==> config.mk <==
export PLATFORM = sky130hd
export DESIGN_NAME = bgd_queue
export DESIGN_NICKNAME = d
export VERILOG_FILES = /design/src/rtl/bgd_pkg.sv /design/src/rtl/bgd_queue.sv
export SDC_FILE = /design/constraint.sdc
export NUM_CORES = 1
export LEC_CHECK = 0
export ABC_AREA = 1
export BUFFER_PORTS_ARGS = -buffer_cell sky130_fd_sc_hd__buf_4
export CORE_ASPECT_RATIO = 0.75
export CORE_UTILIZATION = 35
export CTS_CLUSTER_DIAMETER = 150
export DETAILED_ROUTE_END_ITERATION = 6
export GPL_ROUTABILITY_DRIVEN = 0
export PLACE_DENSITY = 0.53
export RECOVER_POWER = 25
export SLEW_MARGIN = 20
export SYNTH_ARGS = -nofsm -noshare
export SYNTH_HDL_FRONTEND = slang
export SYNTH_SLANG_ARGS = --single-unit
==> constraint.sdc <==
create_clock -name i_clk -period 4.8 [get_ports i_clk]
set_input_delay 0.24 -clock i_clk [delete_from_list [all_inputs] [get_ports i_clk]]
set_output_delay 0.24 -clock i_clk [all_outputs]
set_load 0.02 [all_outputs]
==> src/rtl/bgd_pkg.sv <==
// Shared types and constants for the GBRG Bayer 5x5 demosaic block.
`default_nettype none

package bgd_pkg;

    localparam int SAMPLE_W  = 16;
    localparam int CFG_W     = 12;
    localparam int CFG_IDX_W = 3;
    localparam int WIN       = 5;

    // Queue between front and back
    localparam int QDEPTH  = 4;
    localparam int QPTR_W  = 2;
    localparam int QCNT_W  = 3;

    // Kernel numerator, gain product and output scaling
    localparam int NUM_W    = 22;
    localparam int PROD_W   = NUM_W + CFG_W + 1;
    localparam int XC_W     = 21;
    localparam int Y_W      = 19;
    localparam int SAT_TOP  = 1023 * 2048;
    localparam int ROUND    = 511 * 2048;

    typedef enum logic [CFG_IDX_W-1:0] {
        REG_FRAME_WIDTH  = 3'd0,
        REG_FRAME_HEIGHT = 3'd1,
        REG_SAMPLE_SHIFT = 3'd2,
        REG_RED_GAIN     = 3'd3,
        REG_GREEN_GAIN   = 3'd4,
        REG_BLUE_GAIN    = 3'd5
    } t_reg_idx;

    // Position of an arriving column within its row
    typedef enum logic [1:0] {
        COL_FIRST,
        COL_SECOND,
        COL_THIRD,
        COL_REST
    } t_col_kind;

    typedef logic [SAMPLE_W-1:0] t_sample;
    typedef t_sample [WIN-1:0]   t_column;   // index 0 is the top row

    typedef struct packed {
        t_column   col;
        t_col_kind kind;
        logic      emit;
        logic      row_odd;
        logic      col_odd;
        logic      eof;
    } t_col_job;

    typedef struct packed {
        logic [QCNT_W-1:0] count;
        logic              full;
        logic              empty;
    } t_q_stat;

endpackage

`default_nettype wire

==> src/rtl/bgd_queue.sv <==
// Short column queue between the demosaic front end and back end.
`default_nettype none

module bgd_queue (
    input  wire logic              i_clk,
    input  wire logic              i_rst_n,
    input  wire logic              i_push,
    input  wire bgd_pkg::t_col_job i_job,
    input  wire logic              i_pop,
    output bgd_pkg::t_col_job      o_head,
    output bgd_pkg::t_q_stat       o_stat
);
    import bgd_pkg::*;

    t_col_job          r_mem [QDEPTH];
    logic [QPTR_W-1:0] r_wp;
    logic [QPTR_W-1:0] r_rp;
    logic [QCNT_W-1:0] r_count;

    always_ff @(posedge i_clk) begin
        if (!i_rst_n) begin
            r_wp    <= '0;
            r_rp    <= '0;
            r_count <= '0;
        end else begin
            if (i_push) begin
                r_wp <= r_wp + QPTR_W'(1);
            end
            if (i_pop) begin
                r_rp <= r_rp + QPTR_W'(1);
            end
            case ({i_push, i_pop})
                2'b10:   r_count <= r_count + QCNT_W'(1);
                2'b01:   r_count <= r_count - QCNT_W'(1);
                default: r_count <= r_count;
            endcase
        end
    end

    always_ff @(posedge i_clk) begin
        if (i_push) begin
            r_mem[r_wp] <= i_job;
        end
    end

    assign o_head       = r_mem[r_rp];
    assign o_stat.count = r_count;
    assign o_stat.full  = (r_count == QCNT_W'(QDEPTH));
    assign o_stat.empty = (r_count == '0);

endmodule

`default_nettype wire

[Word-level counts from Yosys, hierarchy flattened]
Memory sizes are Yosys's and may differ from the RTL's. A register that Yosys moved wholly into a read port is not among the register bits.
Index checks and enable logic that the tools add are counted.
Operators by class
  add/subtract/negate cells: 4
  equality and inequality tests: 3
  muxes and demuxes: 5
  reduce and logical (&&, ||, !) cells: 2
Operators by type and width (number)
  $pmux 3 s2: 1
  $add 2x1->2 const B: 2
  $mux 2: 2
  $add 3x1->3 const B: 1
  $eq 3x3->1 const B: 1
  $logic_not 3->1: 1
  $sub 3x1->3 const B: 1
  $eq 2x1->1 const B: 1
  $eq 2x2->1 const B: 1
  $mux 1: 2
  $reduce_bool 2->1: 1
Storage, ports and cells
  register bits: 7
  RAM bits: 344
  input port bits: 90
  output and inout port bits: 91
  word-level logic and storage cells: 18
  memories kept: 1
Memories
  r_mem: depth 4, bits a word 86, read ports 1, clocked after memory_dff 1, write ports 1, RTL line bgd_queue.sv:15  | t_col_job r_mem [QDEPTH];

[Longest topological paths before layout]
  depth in word-level cells: 3
  mapped depth: 10
  depth with buffers taken out: 10

[Least setup slack after synthesis]
OpenSTA, ideal clock, no wires.
  path kind: reg2reg
  from: register r_wp[0]
  to: memory r_mem[2][0] in the netlist's numbering, enable pin
  setup time: 0.440 ns
  arrival time: 2.252 ns
  required time: 4.360 ns
  setup slack: 2.108 ns
  stages on the path, launching flop included: 5
  buffers on the path: 0
  clock period less this slack: 2.692 ns
  cell sequence: dfxtp_1 -> inv_1 -> ha_1 -> nand2_1 -> inv_1
RTL lines
  from (decl): RTL line bgd_queue.sv:16  | logic [QPTR_W-1:0] r_wp;
  from (signal assigned): RTL line bgd_queue.sv:27  | r_wp <= r_wp + QPTR_W'(1);
  to (decl): RTL line bgd_queue.sv:15
Straight into the memory's write port.

==> metrics.txt <==
Unique masters post-synth 22; final setup margin ~1700 ps; Remaining DRCs 0; cts bufs inserted 36; syn_area_per_cell 14.8 sq um; fin area 0.0167 sq mm; gr usage total approximately 16%; Placement Cell Area 0.0149 sq mm; Port-buffer cells 180; first-pass GRT wire length ~47000 um; Clock Path Buffers 3; die height 170 um; FF+latch count, synth around 350; most frequent cells in the layout edfxtp_1, nor2_1, o21ai_0; synth warn 0; Setup Skew 10.4 ps; Worst Path Max Fanout roughly 120; highest clock rate 325 MHz; Die W 226 um; max-slew violation count 0; fin crit share 64.0%; Layout Utilization 45.2%; r2r startpoint r_wp[0]; RSZ-0062 raised after global routing no; CP Class flop to primary output; Layout fillers 3361; final setup vio count 0; max cap viols 0; final hold vios 0; drt wl/cell 18.2 um; Iteration-0 DRC Markers 451; Crit Reg-Reg Endpoint r_mem[3][49]; area grow syn2layout 27.1%; Detailed Route WL 30600 um; DR vias/cell 4.81; Core Area between 0.03 and 0.04 sq mm; buffer count from post-CTS setup fixing 0; Worst-Skew Late Latency between 500 and 600 ps; Reg2Reg Setup Slack roughly 2700 ps; dpl hpwl 16600 um; hold path start i_pop; Tightest Hold Check Type input port to flop; first drt pass iteration count 4; Slowest cell on crit path dfxtp_4; CTS clk-pin slew, worst paths 60 ps; dpl cells between 1500 and 2000; H-tree depth 2; vias in the first global route 8203; nets@finish 1248; sequential fraction of the synthesis area 79.8%; Hold Crit Depth 4; nature of the critical path startpoint flop; commonest non-fill, non-tap cell in the layout edfxtp_1; outcome finished clean; CP endpoint kind primary output; post-detailed-route count of antenna-violating nets 0; relative slew slack 39.1%; Worst path max stage delay 850 ps; initial core utilization 35.6%; mapped cell area 0.0132 sq mm; CTS tree yes; dpl ws roughly 2200 ps; vias after detailed routing 8089; initial antenna violation count 2; Die Footprint 0.0384 sq mm; Max IR drop VDD 0.320 mV; Post-Syn Nets approximately 980; Non-Filler Instances between 1500 and 2000; WP data arrival 2830 ps; min Tclk post-route 3070 ps; Cells after Synth between 800 and 900; power density over the cells 420 mW/mm^2; clock sinks 353; root buf cell clkbuf_16; sum of negative setup slack 0 ps; Remaining Overflow, GRT 0; Ports between 150 and 200; most used cell, CP buf_4; R2R cell count 4; crit-path cells inv_6 -> buf_4 -> o21ai_0 -> o22ai_1 -> buf_4; worst-margin pin slew 914 ps; # rows a little over 60; largest net degree at the start of global routing 123; fraction of layout cells with a size suffix above 1 between 10% and 20%; required time worst endpoint 4560 ps; Static Leak 5.73 nW
==> power by group <==
part | switching (mW) | internal [mW]
clock | 1.10 | 1.57
combinational | 0.493 | 0.297
sequential | 0.0495 | 3.52
==> area by class of cell <==
class | count | area, sq um | area share [%]
diodes | 2 | 5.00 | 0.0299
clock buffers | 51 | 1010 | 6.03
clock inverters | 12 | 103 | 0.613
inverters | 17 | 78.8 | 0.471
multi-input cells | 463 | 2250 | 13.4
flip-flops and latches | 353 | 10500 | 62.9
well taps | 504 | 631 | 3.77
repair buffers | 281 | 2140 | 12.8
==> how the worst max path moves through the flow <==
| stage | from | to | slack [ps] | cells past startpoint |
|---|---|---|---|---|
| after detailed placement | flop | o_head[25] | 2180 | 5 |
| after CTS | flop | o_head[25] | 1630 | 5 |
| final | flop | o_head[1] | 1730 | 5 |
| after floorplan | r_wp[0] | r_mem[2][0] | 2110 | 4 |
| after global placement | flop | o_head[25] | 2200 | 5 |
| after global routing | flop | o_head[7] | 1450 | 5 |
==> kinds of logic after synthesis <==
kind of cell | after synthesis | synth area share, %
AOI/OAI and AO/OA | 269 | 11.0
adders and majority gates | 6 | 0.627
buffers and inverters | 72 | 3.07
DFF | 353 | 79.8
and+or+nand+nor | 188 | 5.41
==> cell usage after synthesis <==
cell | instances | area [sq um]
edfxtp_1 | 344 | 10300
nor2_1 | 175 | 657
o21ai_0 | 167 | 836
o22ai_1 | 86 | 538
buf_2 | 18 | 90.1
clkbuf_1 | 17 | 63.8
inv_1 | 15 | 56.3
buf_6 | 11 | 124
o21ai_1 | 11 | 55.1
dfxtp_1 | 9 | 180
nand2_1 | 9 | 33.8
clkbuf_2 | 7 | 35.0
a21oi_1 | 5 | 25.0
ha_1 | 5 | 62.6
nor3_1 | 2 | 10.0
buf_4 | 1 | 7.51
buf_8 | 1 | 15.0
fa_1 | 1 | 20.0
inv_2 | 1 | 3.75
inv_6 | 1 | 8.76
nand3_1 | 1 | 5.00
nand4_1 | 1 | 6.26
==> sequential cells by signal, indices dropped and copies added (netlist names), named ones only <==
| name | flops |
|---|---|
| r_wp | 2 |
| r_mem | 344 |
| r_count | 3 |
| r_rp | 2 |
==> critical path, delay by kind of cell, from the launching register on <==
family,cells,cell delay [ps]
AOI/OAI and AO/OA,2,300
DFF,1,850
buffers and inverters,3,1040
==> metrics by stage <==
step | total power [mW] | hold slack (ps)
floorplan | 4.04 | 339
global placement | 4.39 | 443
detailed placement | 4.40 | 443
CTS | 7.13 | 27.7
global route | 7.29 | 58.3
finish | 7.03 | 60.7
==> what timing repair did <==
action	CTS	global route
hold buffers	87	0
resized for setup	0	0
endpoints found under the hold margin	349	0
==> metal layers <==
layer	up-vias	wire [um]	track usage [%]
li1	3871	-	-
met1	4014	14200	21.3
met2	169	14100	25.8
met3	35	1760	4.04
met4	0	434	3.90
met5	-	0	0
Power figures use the tool's default switching activity.
