<file path="src/rtl/bgd_pkg.sv">
// Shared types and constants for the GBRG Bayer 5x5 demosaic block.
`default_nettype none

package bgd_pkg;

    localparam int SAMPLE_W  = 16;
    localparam int CFG_W     = 12;
    localparam int CFG_IDX_W = 3;
    localparam int WIN       = 5;

    // Queue between front and back
    localparam int QDEPTH  = 4;
    localparam int QPTR_W  = 2;
    localparam int QCNT_W  = 3;

    // Kernel numerator, gain product and output scaling
    localparam int NUM_W    = 22;
    localparam int PROD_W   = NUM_W + CFG_W + 1;
    localparam int XC_W     = 21;
    localparam int Y_W      = 19;
    localparam int SAT_TOP  = 1023 * 2048;
    localparam int ROUND    = 511 * 2048;

    typedef enum logic [CFG_IDX_W-1:0] {
        REG_FRAME_WIDTH  = 3'd0,
        REG_FRAME_HEIGHT = 3'd1,
        REG_SAMPLE_SHIFT = 3'd2,
        REG_RED_GAIN     = 3'd3,
        REG_GREEN_GAIN   = 3'd4,
        REG_BLUE_GAIN    = 3'd5
    } t_reg_idx;

    // Position of an arriving column within its row
    typedef enum logic [1:0] {
        COL_FIRST,
        COL_SECOND,
        COL_THIRD,
        COL_REST
    } t_col_kind;

    typedef logic [SAMPLE_W-1:0] t_sample;
    typedef t_sample [WIN-1:0]   t_column;   // index 0 is the top row

    typedef struct packed {
        t_column   col;
        t_col_kind kind;
        logic      emit;
        logic      row_odd;
        logic      col_odd;
        logic      eof;
    } t_col_job;

    typedef struct packed {
        logic [QCNT_W-1:0] count;
        logic              full;
        logic              empty;
    } t_q_stat;

endpackage

`default_nettype wire

</file>
<file path="src/rtl/bgd_back.sv">
// Back end: 5x5 window, color kernels, gains and 8-bit scaling.
`default_nettype none

module bgd_back (
    input  wire logic              i_clk,
    input  wire logic              i_rst_n,
    input  wire bgd_pkg::t_col_job i_head,
    input  wire bgd_pkg::t_q_stat  i_qstat,
    input  wire logic [11:0]       i_red_gain,
    input  wire logic [11:0]       i_green_gain,
    input  wire logic [11:0]       i_blue_gain,
    input  wire logic              i_out_stall,
    output logic                   o_pop,
    output logic                   o_out_valid,
    output logic [7:0]             o_red,
    output logic [7:0]             o_green,
    output logic [7:0]             o_blue,
    output logic                   o_eof
);
    import bgd_pkg::*;

    function automatic logic signed [NUM_W-1:0] sx(input t_sample v);
        return $signed(NUM_W'(v));
    endfunction

    function automatic logic [Y_W-1:0] scale_y(input logic signed [PROD_W-1:0] x);
        logic [XC_W-1:0] xc;
        logic [29:0]     y;
        if (x <= $signed(PROD_W'(0))) begin
            xc = '0;
        end else if (x > $signed(PROD_W'(SAT_TOP))) begin
            xc = XC_W'(SAT_TOP);
        end else begin
            xc = x[XC_W-1:0];
        end
        y = (30'(xc) << 8) - 30'(xc) + 30'(ROUND);
        return y[29:11];
    endfunction

    // divide by 1023: estimate from 1/1024 + 1/1024^2, then one correction
    function automatic logic [7:0] div1023(input logic [Y_W-1:0] y);
        logic [19:0] qs;
        logic [9:0]  q0;
        logic [19:0] m;
        logic [19:0] rem;
        logic [9:0]  q;
        qs  = 20'(y) + 20'(y >> 10);
        q0  = qs[19:10];
        m   = (20'(q0) << 10) - 20'(q0);
        rem = 20'(y) - m;
        q   = (rem >= 20'd1023) ? q0 + 10'd1 : q0;
        return q[7:0];
    endfunction

    logic    adv;
    t_column r_win [WIN];
    t_column r_p0;
    t_column r_p1;
    t_column cw [WIN];

    logic signed [NUM_W-1:0] p8, cross4, diag, vert, hor, vfar, hfar;
    logic signed [NUM_W-1:0] rn, gn, bn;

    logic                     r_a_valid, r_a_eof;
    logic signed [NUM_W-1:0]  r_a_rn, r_a_gn, r_a_bn;
    logic                     r_b_valid, r_b_eof;
    logic signed [PROD_W-1:0] r_b_r, r_b_g, r_b_b;
    logic                     r_c_valid, r_c_eof;
    logic [Y_W-1:0]           r_c_r, r_c_g, r_c_b;
    logic                     r_d_valid;

    assign adv   = !(r_d_valid && i_out_stall);
    assign o_pop = adv && !i_qstat.empty;

    // window columns C-2..C+2 for the pixel this column completes
    always_comb begin
        case (i_head.kind)
            COL_FIRST, COL_SECOND: cw = '{r_win[1], r_win[2], r_win[3], r_win[4], r_win[4]};
            COL_THIRD:             cw = '{r_p0, r_p0, r_p0, r_p1, i_head.col};
            COL_REST:              cw = '{r_win[1], r_win[2], r_win[3], r_win[4], i_head.col};
            default:               cw = '{r_win[1], r_win[2], r_win[3], r_win[4], i_head.col};
        endcase
    end

    always_comb begin
        p8     = sx(cw[2][2]) <<< 3;
        vfar   = sx(cw[2][0]) + sx(cw[2][4]);
        hfar   = sx(cw[0][2]) + sx(cw[4][2]);
        vert   = p8 + ((sx(cw[2][1]) + sx(cw[2][3])) <<< 1) - vfar;
        hor    = p8 + ((sx(cw[1][2]) + sx(cw[3][2])) <<< 1) - hfar;
        cross4 = p8 + ((sx(cw[2][1]) + sx(cw[2][3]) + sx(cw[1][2]) + sx(cw[3][2])) <<< 1)
               - vfar - hfar;
        diag   = p8 + ((sx(cw[1][1]) + sx(cw[3][1]) + sx(cw[1][3]) + sx(cw[3][3])) <<< 1)
               - vfar - hfar;
        case ({i_head.row_odd, i_head.col_odd})
            2'b10: begin        // red site
                rn = p8;   gn = cross4; bn = diag;
            end
            2'b01: begin        // blue site
                rn = diag; gn = cross4; bn = p8;
            end
            2'b00: begin        // green on blue row
                rn = vert; gn = p8;     bn = hor;
            end
            default: begin      // green on red row
                rn = hor;  gn = p8;     bn = vert;
            end
        endcase
    end

    always_ff @(posedge i_clk) begin
        if (o_pop) begin
            r_win <= cw;
            if (i_head.kind == COL_FIRST) begin
                r_p0 <= i_head.col;
            end
            if (i_head.kind == COL_SECOND) begin
                r_p1 <= i_head.col;
            end
        end
    end

    always_ff @(posedge i_clk) begin
        if (!i_rst_n) begin
            r_a_valid <= 1'b0;
            r_b_valid <= 1'b0;
            r_c_valid <= 1'b0;
            r_d_valid <= 1'b0;
        end else if (adv) begin
            r_a_valid <= o_pop && i_head.emit;
            r_b_valid <= r_a_valid;
            r_c_valid <= r_b_valid;
            r_d_valid <= r_c_valid;
        end
    end

    always_ff @(posedge i_clk) begin
        if (adv) begin
            r_a_rn  <= rn;
            r_a_gn  <= gn;
            r_a_bn  <= bn;
            r_a_eof <= i_head.eof;
            r_b_r   <= r_a_rn * $signed({1'b0, i_red_gain});
            r_b_g   <= r_a_gn * $signed({1'b0, i_green_gain});
            r_b_b   <= r_a_bn * $signed({1'b0, i_blue_gain});
            r_b_eof <= r_a_eof;
            r_c_r   <= scale_y(r_b_r);
            r_c_g   <= scale_y(r_b_g);
            r_c_b   <= scale_y(r_b_b);
            r_c_eof <= r_b_eof;
            o_red   <= div1023(r_c_r);
            o_green <= div1023(r_c_g);
            o_blue  <= div1023(r_c_b);
            o_eof   <= r_c_eof;
        end
    end

    assign o_out_valid = r_d_valid;

endmodule

`default_nettype wire
</file>
<file path="config.mk">
export PLATFORM = sky130hd
export DESIGN_NAME = bgd_back
export DESIGN_NICKNAME = d
export VERILOG_FILES = /design/src/rtl/bgd_pkg.sv /design/src/rtl/bgd_back.sv
export SDC_FILE = /design/constraint.sdc
export NUM_CORES = 2
export LEC_CHECK = 0
export ABC_AREA = 1
export BUFFER_PORTS_ARGS = -buffer_cell sky130_fd_sc_hd__buf_2
export CORE_ASPECT_RATIO = 0.75
export CORE_MARGIN = 2
export CORE_UTILIZATION = 50
export CTS_BUF_LIST = sky130_fd_sc_hd__clkbuf_16
export DETAILED_ROUTE_END_ITERATION = 16
export GPL_TIMING_DRIVEN = 1
export HOLD_SLACK_MARGIN = 0.02
export PLACE_DENSITY = 0.63
export SETUP_SLACK_MARGIN = 0.1
export SLEW_MARGIN = 10
export SYNTH_ARGS = -nofsm -noshare
export SYNTH_HDL_FRONTEND = slang
export SYNTH_SLANG_ARGS = --single-unit
</file>
<file path="constraint.sdc">
create_clock -name i_clk -period 25.2 [get_ports i_clk]
set_clock_uncertainty 0.1 [all_clocks]
set_input_delay 1.26 -clock i_clk [delete_from_list [all_inputs] [get_ports i_clk]]
set_output_delay 1.26 -clock i_clk [all_outputs]
set_load 0.005 [all_outputs]
</file>
**Word-level counts from Yosys, hierarchy flattened**

Cells that the tools add are included.

- Output and inout bits: 27
- Logic and storage cells: 132
- Register bits: 708
- Input bits: 130

- Equal/unequal tests: 5
- $mul: 3
- $add $sub $neg: 37
- Mux-type cells: 16
- Reduce and logical (&&, ||, !) cells: 12
- Bitwise gates (word level): 1
- Order comparisons: 9

Operators with widths:

| cell | number |
|---|---|
| $pmux 368 s3 | 1 |
| $mux 21 | 9 |
| $pmux 22 s3 | 2 |
| $gt 35x22->1 const B | 3 |
| $le 35x1->1 const B | 3 |
| $mul 22x13->35 | 3 |
| $add 30x20->30 const B | 3 |
| $sub 29x21->30 | 3 |
| $add 16x16->17 | 5 |
| $sub 22x18->22 | 3 |
| $add 19x9->20 | 3 |
| $ge 20x10->1 const B | 3 |
| $sub 19x20->20 | 3 |
| $sub 20x10->20 | 3 |
| $sub 21x17->22 | 2 |
| $add 19x20->21 | 2 |
| $add 18x16->19 | 2 |
| $add 17x16->18 | 2 |
| $add 8x1->8 const B | 3 |
| $mux 8 | 3 |
| $add 20x22->22 | 1 |
| $sub 20x17->21 | 1 |
| $add 19x18->20 | 1 |
| $mux 19 | 1 |
| 8 further kinds | 18 |

**Depth between registers and ports, before layout**

- Depth after elaboration: 10
- Depth in mapped cells: 37
- Mapped depth without buffers: 34

**Worst setup path after synthesis**

Ideal clock, no wire load.

- Kind: input -> register
- From: input port i_out_stall
- To: register r_p0[0] in the netlist's numbering (enable)
- Buffers on the path: 0
- Slack: 3.689 ns
- Library setup time: 0.618 ns
- Stages on the path: 5
- Data arrival time: 20.793 ns
- Data required time: 24.482 ns
- Cell sequence: nand2_1 -> inv_1 -> nor2_1 -> inv_1 -> nor3_1

- Word-level cells in the longest chain between the ends: 4

RTL lines:

| item | RTL line | source |
|---|---|---|
| start: declaration | bgd_back.sv:12 | `input wire logic i_out_stall,` |
| $logic_and 1x1->1 | bgd_back.sv:72 | `assign adv = !(r_d_valid && i_out_stall);` |
| $logic_not 1->1 | bgd_back.sv:72 |  |
| $logic_and 1x1->1 | bgd_back.sv:73 | `assign o_pop = adv && !i_qstat.empty;` |
| net o_pop | bgd_back.sv:13 | `output logic o_pop,` |
| $reduce_and 2->1 (no line) | - |  |
| end signal: assignment | bgd_back.sv:115 | `r_p0 <= i_head.col;` |
| end: declaration | bgd_back.sv:57 | `t_column r_p0;` |

The timed path passes the listed nets, and every way through them passes these cells.
A chain may end at the register's enable or synchronous reset.

==> flow_metrics.env <==
export IMPL_max_slew_worst_pin_slew_ns=1.211
export IMPL_die_h_um=342.3
export IMPL_regArea_um2=19300
export IMPL_drt_initial_drc_count=5130
export IMPL_num_fill_cells=14250
export IMPL_cp_max_fo=151
export IMPL_drtPass1Iterations=5
export IMPL_hold_buffers=0
export IMPL_rsz0062_at_grt="no"
export IMPL_drive_above_1_share_pct=4.024
export IMPL_gr_usage_met1_pct=40.87
export IMPL_grt_pass1_wl_um=328000
export IMPL_slew_headroom_pct=19.25
export IMPL_wl_um=201500
export IMPL_r2r_slack_ns=17.20
export IMPL_crit_required_ns=25.65
export IMPL_multi_input_area_um2=48070
export IMPL_post_dp_hpwl_um=163200
export IMPL_max_cap_violations=0
export IMPL_place_ws_ns=14.57
export IMPL_clk_pin_slew_ns=0.06
export IMPL_avgViaCountPerCell=5.242
export IMPL_placementRows=124
export IMPL_synth_most_common_cell="nand2_1"
export IMPL_cts_resized=0
export IMPL_cts_made_buffers=75
export IMPL_drv_slew=0
export IMPL_hold_class="reg -> reg"
export IMPL_worst_slack_ns=14.88
export IMPL_synth_edf_count=640
export IMPL_cts_sinks=644
export IMPL_yosysSeqAreaShare_pct=25.30
export IMPL_synth_nets=11060
export IMPL_yosys_area_top_type="edfxtp_1"
export IMPL_dr_total_vias=60490
export IMPL_hold_viol=0
export IMPL_startpoint_type="input port"
export IMPL_die_area_um2=155700
export IMPL_finalSetupViolations=0
export IMPL_crit_path_end="r_a_gn[19]"
export IMPL_portBuffers=152
export IMPL_ys_top_cells_by_count="2577 x nand2_1, 2136 x inv_1, 847 x fa_1, 660 x ha_1, 640 x edfxtp_1"
export IMPL_wl_per_cell_um=17.46
export IMPL_hold_worst_slack_ns=0.3209
export IMPL_cts_root_buf="clkbuf_16"
export IMPL_ant_nets=0
export IMPL_fmax_mhz=96.86
export IMPL_clk_latency_ns=0.73
export IMPL_setup_tns_ns=0
export IMPL_ys_async_sr_fraction_pct=0
export IMPL_crit_type="in -> reg"
export IMPL_coreArea_um2=151900
export IMPL_floorplan_initialDensity_pct=50.23
export IMPL_met2_usage_pct=39.94
export IMPL_synthFlopType="edfxtp_1"
export IMPL_syn_inst=9423
export IMPL_min_period_over_period_pct=40.97
export IMPL_cp_end_kind="flip-flop"
export IMPL_clock_path_buffers=3
export IMPL_gr_usage_all_layers_pct=26.54
export IMPL_avgSynthCellArea_um2=8.096
export IMPL_layout_min_cycle_time_ns=10.32
export IMPL_grt_overflow=0
export IMPL_antenna_found_initial=10
export IMPL_ys_top_cells_by_area="edfxtp_1 25%, fa_1 22%, nand2_1 13%"
export IMPL_synth_warnings=0
export IMPL_cts_setup_buffers=0
export IMPL_die_x_um=455.0
export IMPL_drcViolationCount=0
export IMPL_r2r_end="r_a_gn[19]"
export IMPL_io_pins=157
export IMPL_synth_top_cell_area_share_pct=25.19
export IMPL_status="finished clean"
export IMPL_cts_tree="built"
export IMPL_worstSetupStartpoint="i_head[5]"
export IMPL_cpPeakStageDelay_ns=0.77
export IMPL_cp_data_arrival_time_ns=10.78
export IMPL_grt_use_met3_pct=3.841
export IMPL_synth_cell_type_count=70
export IMPL_reg2reg_depth=25
export IMPL_cts_htree_levels=3
export IMPL_busiest_layer="met1"
export IMPL_crit_slowest_cell="buf_4"
export IMPL_grt_pass1_vias=60210
export IMPL_area_growth_pct=6.893
export IMPL_cp_common_cell="a21oi_1"
export IMPL_place_gp_congestion=0.9837
export IMPL_r2r_start="r_win[97]"
export IMPL_syn_area_um2=76290
export IMPL_finalNetCount=11100
export IMPL_grt_start_max_net_pins=164
export IMPL_synth_seq_cells=644
registers in the layout (all words and copies together) (netlist names), 19 cells and up:
name,flops
r_c_b,19
r_a_bn,22
r_a_gn,22
r_b_g,35
r_win,224
r_c_r,19
r_b_b,35
r_b_r,35
r_p0,80
r_c_g,19
r_p1,80
r_a_rn,22
metrics by stage:
stage	utilization, %	instances	instance area [um^2]
5_1_grt	53.69	11540	81550
3_5_place_dp	52.02	11400	79010
3_3_place_gp	52.02	11400	79010
6_report	53.69	11540	81550
2_1_floorplan	-	9423	76290
4_1_cts	53.68	11530	81540
area by class of cell:
class / count / area share [%]
multi-input combinational: 6403 / 58.95
sequential: 644 / 23.67
inverter: 2148 / 9.893
tap: 2016 / 3.093
clock buffer: 75 / 2.301
timing repair buffer: 187 / 1.286
clock inverter: 61 / 0.7963
antenna: 4 / 0.01227
placed cells by master, fill, tap and decap left out, drive strengths merged, types with 23 or more instances in the layout:
master  count
o21ai     305
a31oi      26
clkinv     33
a21o       33
clkbuf     75
xor2      184
nand4      47
edfxtp    640
nor3       87
nor2      480
inv      2166
a21boi     23
ha        660
nand2    2593
a21oi     459
o211ai     37
xnor2     116
nand3     308
buf       187
fa        847
how the worst min path moves through the flow:
stage                 start      end  slack, ns  cells past startpoint
detailed placement  r_c_eof    o_eof       0.31                      0
global route        r_c_eof    o_eof       0.33                      0
global placement    r_c_eof    o_eof       0.30                      0
finish              r_a_eof  r_b_eof       0.32                      0
floorplan           r_c_eof    o_eof       0.30                      0
CTS                 r_a_eof  r_b_eof       0.32                      0
critical path, delay by kind of cell:
family | cells | cell delay, ns
AO/OA/AOI/OAI | 11 | 2.52
XOR/XNOR | 2 | 0.56
adder cells (fa/ha/maj) | 5 | 2.00
buffers and inverters | 5 | 2.34
AND/OR/NAND/NOR | 7 | 1.71
cell families after synthesis:
group                      after synthesis  share of synthesized area [%]
AOI/OAI and AO/OA                     1004                          7.444
xor gates and xnor gates               300                          3.444
adders and majority gates             1507                          33.05
buffers and inverters                 2376                          11.74
DFF                                    644                          25.30
and+or+nand+nor                       3592                          19.02
layer usage:
metal,part of all wire [%],vias to the layer above
met5,0,-
met4,1.5,0
met3,6.6,189
met2,43,1704
met1,49,29300
li1,-,29290
Power is left out: the tool's default activity adds up to more than one toggle a clock period on the data nets, which glitch-free logic cannot reach.
